===== src/design/wdm_pkg.sv =====
package wdm_pkg;

    localparam int OFF_W      = 4;
    localparam int RESP_W     = 32;
    localparam int COEF_W     = 32;
    localparam int SCORE_W    = 40;
    localparam int SQ_W       = 7;
    localparam int CFG_IDX_W  = 2;
    localparam int CFG_DATA_W = 32;
    localparam int WIN_RADIUS = 4;

    typedef logic signed [OFF_W-1:0]   t_off;
    typedef logic signed [COEF_W-1:0]  t_coef;
    typedef logic signed [RESP_W-1:0]  t_resp;
    typedef logic signed [SCORE_W-1:0] t_score;

    localparam t_score SCORE_MIN = {1'b1, {(SCORE_W-1){1'b0}}};

    typedef enum logic [CFG_IDX_W-1:0] {
        CFG_X_QUAD = 2'd0,
        CFG_X_LIN  = 2'd1,
        CFG_Y_QUAD = 2'd2,
        CFG_Y_LIN  = 2'd3
    } t_cfg_reg;

    // deformation products of one item, each already sign-extended to score width
    typedef struct packed {
        t_score x_quad;
        t_score x_lin;
        t_score y_quad;
        t_score y_lin;
    } t_terms;

    function automatic logic [SQ_W-1:0] off_square(t_off v);
        logic [SQ_W-1:0] sq;
        sq = '0;
        case (v)
            4'sh0: sq = 7'd0;
            4'sh1: sq = 7'd1;
            4'sh2: sq = 7'd4;
            4'sh3: sq = 7'd9;
            4'sh4: sq = 7'd16;
            4'sh5: sq = 7'd25;
            4'sh6: sq = 7'd36;
            4'sh7: sq = 7'd49;
            4'sh8: sq = 7'd64;
            4'sh9: sq = 7'd49;
            4'shA: sq = 7'd36;
            4'shB: sq = 7'd25;
            4'shC: sq = 7'd16;
            4'shD: sq = 7'd9;
            4'shE: sq = 7'd4;
            default: sq = 7'd1;
        endcase
        return sq;
    endfunction

    function automatic logic in_window(t_off v);
        return (int'(v) >= -WIN_RADIUS) && (int'(v) <= WIN_RADIUS);
    endfunction

endpackage


===== src/design/wdm_score.sv =====
module wdm_score
    import wdm_pkg::*;
(
    input  t_off   i_off_x,
    input  t_off   i_off_y,
    input  t_coef  i_x_quad,
    input  t_coef  i_x_lin,
    input  t_coef  i_y_quad,
    input  t_coef  i_y_lin,
    output t_terms o_terms,
    output logic   o_inside
);

    logic signed [SQ_W:0]         sq_x;
    logic signed [SQ_W:0]         sq_y;
    logic signed [COEF_W+SQ_W:0]  xq_prod;
    logic signed [COEF_W+SQ_W:0]  yq_prod;
    logic signed [COEF_W+OFF_W-1:0] xl_prod;
    logic signed [COEF_W+OFF_W-1:0] yl_prod;

    assign sq_x = $signed({1'b0, off_square(i_off_x)});
    assign sq_y = $signed({1'b0, off_square(i_off_y)});

    assign xq_prod = i_x_quad * sq_x;
    assign yq_prod = i_y_quad * sq_y;
    assign xl_prod = i_x_lin * i_off_x;
    assign yl_prod = i_y_lin * i_off_y;

    assign o_terms.x_quad = SCORE_W'(xq_prod);
    assign o_terms.y_quad = SCORE_W'(yq_prod);
    assign o_terms.x_lin  = SCORE_W'(xl_prod);
    assign o_terms.y_lin  = SCORE_W'(yl_prod);

    assign o_inside = in_window(i_off_x) && in_window(i_off_y);

endmodule


===== src/design/windowed_deformation_max_top.sv =====
// Windowed deformation max: finds the best deformed placement within one window.
// Input channel (i_in_valid / o_in_ready): one placement per item, carrying the
// offset from the probe, the Q16.16 response, a response-valid flag and a last
// flag closing the window. Output channel (o_out_valid / i_out_ready): one item
// per window, sent after the last placement, with the best Q24.16 score, its
// offsets and a found flag.
// Coefficients are written through i_cfg_we / i_cfg_idx / i_cfg_data while idle;
// the user must keep to this, as the block does not enforce it. Throughput: one
// item per cycle while o_in_ready is high. Four pipeline stages (input register,
// product register, score register, running max / output register) lie before
// each window's result; the running max compare-update is on the score stage.
// When the receiver stalls, the result waits in the output register while
// non-last items keep flowing; a following last item parks in the score stage
// and back-pressure reaches o_in_ready only once the stages behind it are full.
// Reset (synchronous, active low) clears the coefficients to zero, empties the
// pipeline and the output, and restarts the running maximum.
module windowed_deformation_max_top
    import wdm_pkg::*;
(
    input  logic                  i_clk,
    input  logic                  i_rst_n,
    input  logic                  i_in_valid,
    output logic                  o_in_ready,
    input  t_off                  i_off_x,
    input  t_off                  i_off_y,
    input  t_resp                 i_response,
    input  logic                  i_response_valid,
    input  logic                  i_last,
    output logic                  o_out_valid,
    input  logic                  i_out_ready,
    output t_score                o_best_score,
    output t_off                  o_best_off_x,
    output t_off                  o_best_off_y,
    output logic                  o_found,
    input  logic                  i_cfg_we,
    input  logic [CFG_IDX_W-1:0]  i_cfg_idx,
    input  logic [CFG_DATA_W-1:0] i_cfg_data
);

    t_coef  r_x_quad, r_x_lin, r_y_quad, r_y_lin;

    logic   r_s1_valid, r_s1_resp_valid, r_s1_last;
    t_off   r_s1_off_x, r_s1_off_y;
    t_resp  r_s1_resp;

    logic   r_s2_valid, r_s2_elig, r_s2_last;
    t_off   r_s2_off_x, r_s2_off_y;
    t_resp  r_s2_resp;
    t_terms r_s2_terms;

    logic   r_s3_valid, r_s3_elig, r_s3_last;
    t_off   r_s3_off_x, r_s3_off_y;
    t_score r_s3_score;

    t_score r_run_max, n_run_max;
    t_off   r_run_off_x, n_run_off_x;
    t_off   r_run_off_y, n_run_off_y;
    logic   r_run_found, n_run_found;

    logic   r_out_valid, r_out_found;
    t_score r_out_score;
    t_off   r_out_off_x, r_out_off_y;

    t_terms s1_terms;
    logic   s1_inside;
    t_score s2_score;
    logic   out_free, s3_stall, s2_stall, s1_stall, s3_fire, out_load, take;

    wdm_score u_score (
        .i_off_x  (r_s1_off_x),
        .i_off_y  (r_s1_off_y),
        .i_x_quad (r_x_quad),
        .i_x_lin  (r_x_lin),
        .i_y_quad (r_y_quad),
        .i_y_lin  (r_y_lin),
        .o_terms  (s1_terms),
        .o_inside (s1_inside)
    );

    assign out_free   = !r_out_valid || i_out_ready;
    assign s3_stall   = r_s3_valid && r_s3_last && !out_free;
    assign s2_stall   = r_s2_valid && s3_stall;
    assign s1_stall   = r_s1_valid && s2_stall;
    assign o_in_ready = !s1_stall;
    assign s3_fire    = r_s3_valid && !s3_stall;
    assign out_load   = s3_fire && r_s3_last;

    assign s2_score = SCORE_W'(r_s2_resp) - r_s2_terms.x_quad - r_s2_terms.x_lin
                    - r_s2_terms.y_quad - r_s2_terms.y_lin;

    always_comb begin
        take        = r_s3_elig && (!r_run_found || (r_s3_score > r_run_max));
        n_run_max   = take ? r_s3_score : r_run_max;
        n_run_off_x = take ? r_s3_off_x : r_run_off_x;
        n_run_off_y = take ? r_s3_off_y : r_run_off_y;
        n_run_found = take || r_run_found;
    end

    always_ff @(posedge i_clk) begin
        if (!i_rst_n) begin
            r_x_quad <= '0;
            r_x_lin  <= '0;
            r_y_quad <= '0;
            r_y_lin  <= '0;
        end else if (i_cfg_we) begin
            unique case (t_cfg_reg'(i_cfg_idx))
                CFG_X_QUAD: r_x_quad <= i_cfg_data;
                CFG_X_LIN:  r_x_lin  <= i_cfg_data;
                CFG_Y_QUAD: r_y_quad <= i_cfg_data;
                CFG_Y_LIN:  r_y_lin  <= i_cfg_data;
                default: ;
            endcase
        end
    end

    always_ff @(posedge i_clk) begin
        if (!i_rst_n) begin
            r_s1_valid  <= 1'b0;
            r_s2_valid  <= 1'b0;
            r_s3_valid  <= 1'b0;
            r_out_valid <= 1'b0;
            r_run_max   <= SCORE_MIN;
            r_run_off_x <= '0;
            r_run_off_y <= '0;
            r_run_found <= 1'b0;
        end else begin
            if (!s1_stall) r_s1_valid <= i_in_valid;
            if (!s2_stall) r_s2_valid <= r_s1_valid;
            if (!s3_stall) r_s3_valid <= r_s2_valid;

            if (out_load) begin
                r_out_valid <= 1'b1;
            end else if (i_out_ready) begin
                r_out_valid <= 1'b0;
            end

            if (s3_fire) begin
                if (r_s3_last) begin
                    r_run_max   <= SCORE_MIN;
                    r_run_off_x <= '0;
                    r_run_off_y <= '0;
                    r_run_found <= 1'b0;
                end else begin
                    r_run_max   <= n_run_max;
                    r_run_off_x <= n_run_off_x;
                    r_run_off_y <= n_run_off_y;
                    r_run_found <= n_run_found;
                end
            end
        end
    end

    always_ff @(posedge i_clk) begin
        if (!s1_stall) begin
            r_s1_off_x      <= i_off_x;
            r_s1_off_y      <= i_off_y;
            r_s1_resp       <= i_response;
            r_s1_resp_valid <= i_response_valid;
            r_s1_last       <= i_last;
        end
        if (!s2_stall) begin
            r_s2_off_x <= r_s1_off_x;
            r_s2_off_y <= r_s1_off_y;
            r_s2_resp  <= r_s1_resp;
            r_s2_terms <= s1_terms;
            r_s2_elig  <= r_s1_resp_valid && s1_inside;
            r_s2_last  <= r_s1_last;
        end
        if (!s3_stall) begin
            r_s3_off_x <= r_s2_off_x;
            r_s3_off_y <= r_s2_off_y;
            r_s3_score <= s2_score;
            r_s3_elig  <= r_s2_elig;
            r_s3_last  <= r_s2_last;
        end
        if (out_load) begin
            r_out_score <= n_run_max;
            r_out_off_x <= n_run_off_x;
            r_out_off_y <= n_run_off_y;
            r_out_found <= n_run_found;
        end
    end

    assign o_out_valid  = r_out_valid;
    assign o_best_score = r_out_score;
    assign o_best_off_x = r_out_off_x;
    assign o_best_off_y = r_out_off_y;
    assign o_found      = r_out_found;

endmodule


===== config.mk =====
export PLATFORM = sky130hd
export DESIGN_NAME = windowed_deformation_max_top
export DESIGN_NICKNAME = d
export VERILOG_FILES = /design/src/design/wdm_pkg.sv /design/src/design/wdm_score.sv /design/src/design/windowed_deformation_max_top.sv
export SDC_FILE = /design/constraint.sdc
export NUM_CORES = 2
export LEC_CHECK = 0
export BUFFER_PORTS_ARGS = -buffer_cell sky130_fd_sc_hd__buf_2
export CAP_MARGIN = 30
export CORE_ASPECT_RATIO = 0.6
export CORE_MARGIN = 2
export CORE_UTILIZATION = 45
export DETAILED_ROUTE_END_ITERATION = 16
export SLEW_MARGIN = 20
export SYNTH_ARGS = -nofsm -noshare
export SYNTH_HDL_FRONTEND = slang
export SYNTH_HIERARCHICAL = 1
export SYNTH_SLANG_ARGS = --single-unit

===== constraint.sdc =====
create_clock -name i_clk -period 9.1 [get_ports i_clk]
set_clock_uncertainty 0.2 [all_clocks]
set_input_delay 0.91 -clock i_clk [delete_from_list [all_inputs] [get_ports i_clk]]
set_output_delay 0.91 -clock i_clk [all_outputs]
set_load 0.03 [all_outputs]

==> flow_summary_export.csv <==
group,metric,value,unit
final_layout,fillers,9803,
yosys,syn_nets,5926,
die,die_y,254.7,um
yosys,synth_edf_count,343,
die,ios,132,
pwr,ir_drop,0.1957,mV
detailed_routing,wire_per_inst,20.14,um
run,drv_cap,0,
timing,tns,0,ns
placement,dp_hpwl,102100,um
yosys,synth_area_per_cell,9.648,um^2
detailed_routing,ant_nets,0,
yosys,synth_seq_cells,524,
run_status,status,"completed",
placement,port_buffers,131,
timing,setup_viol,0,
detailed_routing,routed_wl,128700,um
cts,cts_resized,0,
grt,grt_pass1_wl,198800,um
detailed_routing,vias,33307,
timing,maxSlewViolCount,0,
timing,slew_headroom,24.13,%
yosys,synth_top_family_by_area,"adder cells",
final_layout,multi_input_area,29070,um^2
worst_setup_path,critPathRequiredTime,9.32,ns
timing,hold_violations,0,
placement,globalplace.congestion,0.9359,
yosys,synthAdderAreaFrac,33.53,%
cts,insertion_delay,0.68,ns
cts,clk_pin_slew,0.06,ns
grt,use_met2,31.57,%
grt,grt_overflow,0,
yosys,synth_xor_area_share,3.269,%
detailed_routing,drt_iter0_markers,3074,
worst_setup_path,worst_setup_path_start_kind,"flop",
pwr,p_per_area,187.2,nW/um^2
grt,grt_start_max_net_pins,88,
timing,period_minus_slack,7.186,ns
cts,cts_tree,"done",
detailed_routing,dr.pass1.iters,5,
yosys,synthCells,4887,
die,core,103300,um^2
grt,grt_busiest_layer,"met1",
detailed_routing,routed_via_density,5.212,
yosys,synth_common_cells,"934 x inv_1, 612 x nand2_1, 509 x fa_1, 449 x ha_1, 343 x edfxtp_1",
placement,postPlaceCellArea,49190,um^2
final_layout,layout-drive-gt1-share,6.528,%
worst_setup_path,cp_max_fo,35,
yosys,ys_types,96,
worst_setup_path,crit_type,"flop to flop",
hold_path,whs_path_depth,1,
final_layout,fin_util,49.60,%
yosys,ys_seq_area_share,29.53,%
worst_setup_path,rr_worst_depth,22,
die,initial_utilization,45.66,%
yosys,muxShareOfSynthArea,0.3052,%
yosys,yosysMostFrequentCell,"inv_1",
yosys,yosys.area_share.simple,14.10,%
yosys,synth-compound-area-share,10.31,%
cts,cts_hold_buf,0,
cts,clock_path_buffers,3,
yosys,syn_area,47150,um^2
yosys,synth_top_area_cell,"edfxtp_1",
worst_setup_path,endpoint_kind,"flop",
timing,tightest_slew,1.123,ns
timing,clock.fmax,139.2,MHz
worst_setup_path,arrival,7.40,ns
yosys,synth_area_leaders,"edfxtp_1 22%, fa_1 22%, ha_1 12%",
timing,finalCritPeriodShare,78.97,%
final_layout,syn_to_final_growth,8.627,%
cts,clock-root-buffer,"clkbuf_16",
grt,use_met3,6.166,%
grt,grt_antenna_before_repair,5,
cts,htree_levels,2,
cts,cts_sinks,524,
yosys,yosysTopAreaCellShare,21.84,%
cts,cts_buffers,57,
yosys,ys_warn_count,6,
die,die_x,421.9,um
final_layout,regArea,13920,um^2
grt,track_usage,24.23,%
yosys,ys.flop_type,"edfxtp_1",
grt,grt_util_met1,39.44,%
detailed_routing,drc,0,
die,rows,91,
cts,postCtsSetupRepairBufs,0,
grt,grt_pass1_vias,32638,
final_layout,fin_nets,5984,
final_layout,final_area,51220,um^2
pwr,p_leak,25.12,nW
timing,rsz0062_at_grt,"false",
yosys,synthArstFlopShare,0,%
hold_path,hp-class,"input pin to flop",
die,dieArea,107500,um^2
worst paths after layout:
kind | from | end | slack [ns]
max | r_s1_off_y[3] | r_s2_terms[79] | 1.91
min reg2reg | r_s1_resp[25] | r_s2_resp[25] | 0.21
min | i_response[7] | r_s1_resp[7] | 0.21
max reg2reg | r_s1_off_y[3] | r_s2_terms[79] | 1.91
cell usage in the layout (no fill, tap or decap), types with 7 or more instances in the layout:
| master | Yosys | routed |
|---|---|---|
| and3_1 | 79 | 79 |
| a211oi_1 | 15 | 15 |
| a21oi_1 | 299 | 299 |
| and2_1 | 310 | 310 |
| dfxtp_1 | 181 | 181 |
| a31oi_1 | 18 | 18 |
| clkinv_2 | 0 | 10 |
| nand3_1 | 41 | 40 |
| nor2_1 | 118 | 116 |
| o21a_1 | 24 | 24 |
| clkinvlp_4 | 0 | 7 |
| clkbuf_16 | 0 | 58 |
| nor3_1 | 21 | 21 |
| clkbuf_1 | 144 | 9 |
| nand4_1 | 25 | 25 |
| edfxtp_1 | 343 | 343 |
| inv_1 | 934 | 933 |
| a41oi_1 | 7 | 7 |
| o21ai_1 | 12 | 13 |
| o21ai_0 | 113 | 112 |
| nor2b_1 | 25 | 24 |
| xor2_1 | 49 | 49 |
| clkbuf_8 | 0 | 7 |
| o21bai_1 | 23 | 23 |
| xnor2_1 | 127 | 127 |
| ha_1 | 449 | 449 |
| buf_2 | 12 | 131 |
| a22o_1 | 49 | 49 |
| nand2b_1 | 75 | 75 |
| mux2_2 | 11 | 11 |
| o211ai_1 | 17 | 17 |
| fa_1 | 509 | 509 |
| buf_4 | 12 | 35 |
| nand2_1 | 612 | 611 |
| a21o_1 | 94 | 94 |
where the power goes:
group	total (mW)	internal, mW	switching [mW]
registers	3.17	2.97	0.201
logic	3.93	1.61	2.32
clock network	2.49	1.41	1.08
total	9.59	5.99	3.60
cell families (layout without fill, tap and decap cells):
kind of cell               Yosys count  after routing
DFF                                524            524
buffers and inverters             1106           1213
AOI/OAI and AO/OA                  756            756
and+or+nand+nor                   1354           1354
muxes                               13             13
xor gates and xnor gates           176            176
other                                0              2
adders and majority gates          958            958
flip-flops by register name (all words and copies together) (netlist names), 32 cells and up:
signal / flops
r_s1_resp: 32
r_s3_score: 40
r_run_max: 40
o_best_score: 40
r_x_lin: 32
r_s2_terms: 160
r_x_quad: 32
r_y_quad: 32
r_s2_resp: 32
r_y_lin: 32
routing by layer:
layer / vias up / wire length, um
met5: - / 13
met2: 1111 / 47160
met1: 16231 / 67800
li1: 15852 / -
met4: 2 / 2086
met3: 111 / 11660
critical path, stage by stage (launching register included):
cell	delay, ns
edfxtp_1	0.34
inv_1	0.23
nor2_1	0.19
buf_4	0.42
a22o_1	0.89
nand2_1	0.16
fa_1	0.52
inv_1	0.06
fa_1	0.50
fa_1	0.50
inv_1	0.05
fa_1	0.47
inv_1	0.04
ha_1	0.39
a21o_1	0.21
a31oi_1	0.13
a21boi_1	0.12
a311oi_1	0.37
o211ai_1	0.27
a21oi_1	0.37
o211ai_1	0.17
a21oi_1	0.20
xnor2_1	0.09
stage by stage:
step                power [mW]  worst slack [ns]  hold WS, ns  instances
floorplan                6.060             2.649       0.2003       4887
global placement         7.037             2.238       0.2014       6278
detailed placement       7.097             2.070       0.2057       6279
CTS                      9.622             2.062       0.1708       6387
global route             10.29             1.609       0.1821       6390
finish                   9.590             1.914       0.2104       6391
final cells by class:
cell class / count / share of cell area, %
flip-flops and latches: 524 / 27.18
multi-input cells: 3257 / 56.75
well taps: 1395 / 3.408
clock inverters: 34 / 0.7988
clock buffers: 74 / 3.088
repair buffers: 169 / 1.901
inverters: 936 / 6.864
diodes: 2 / 0.009771
(Power assumes the default switching activity.)
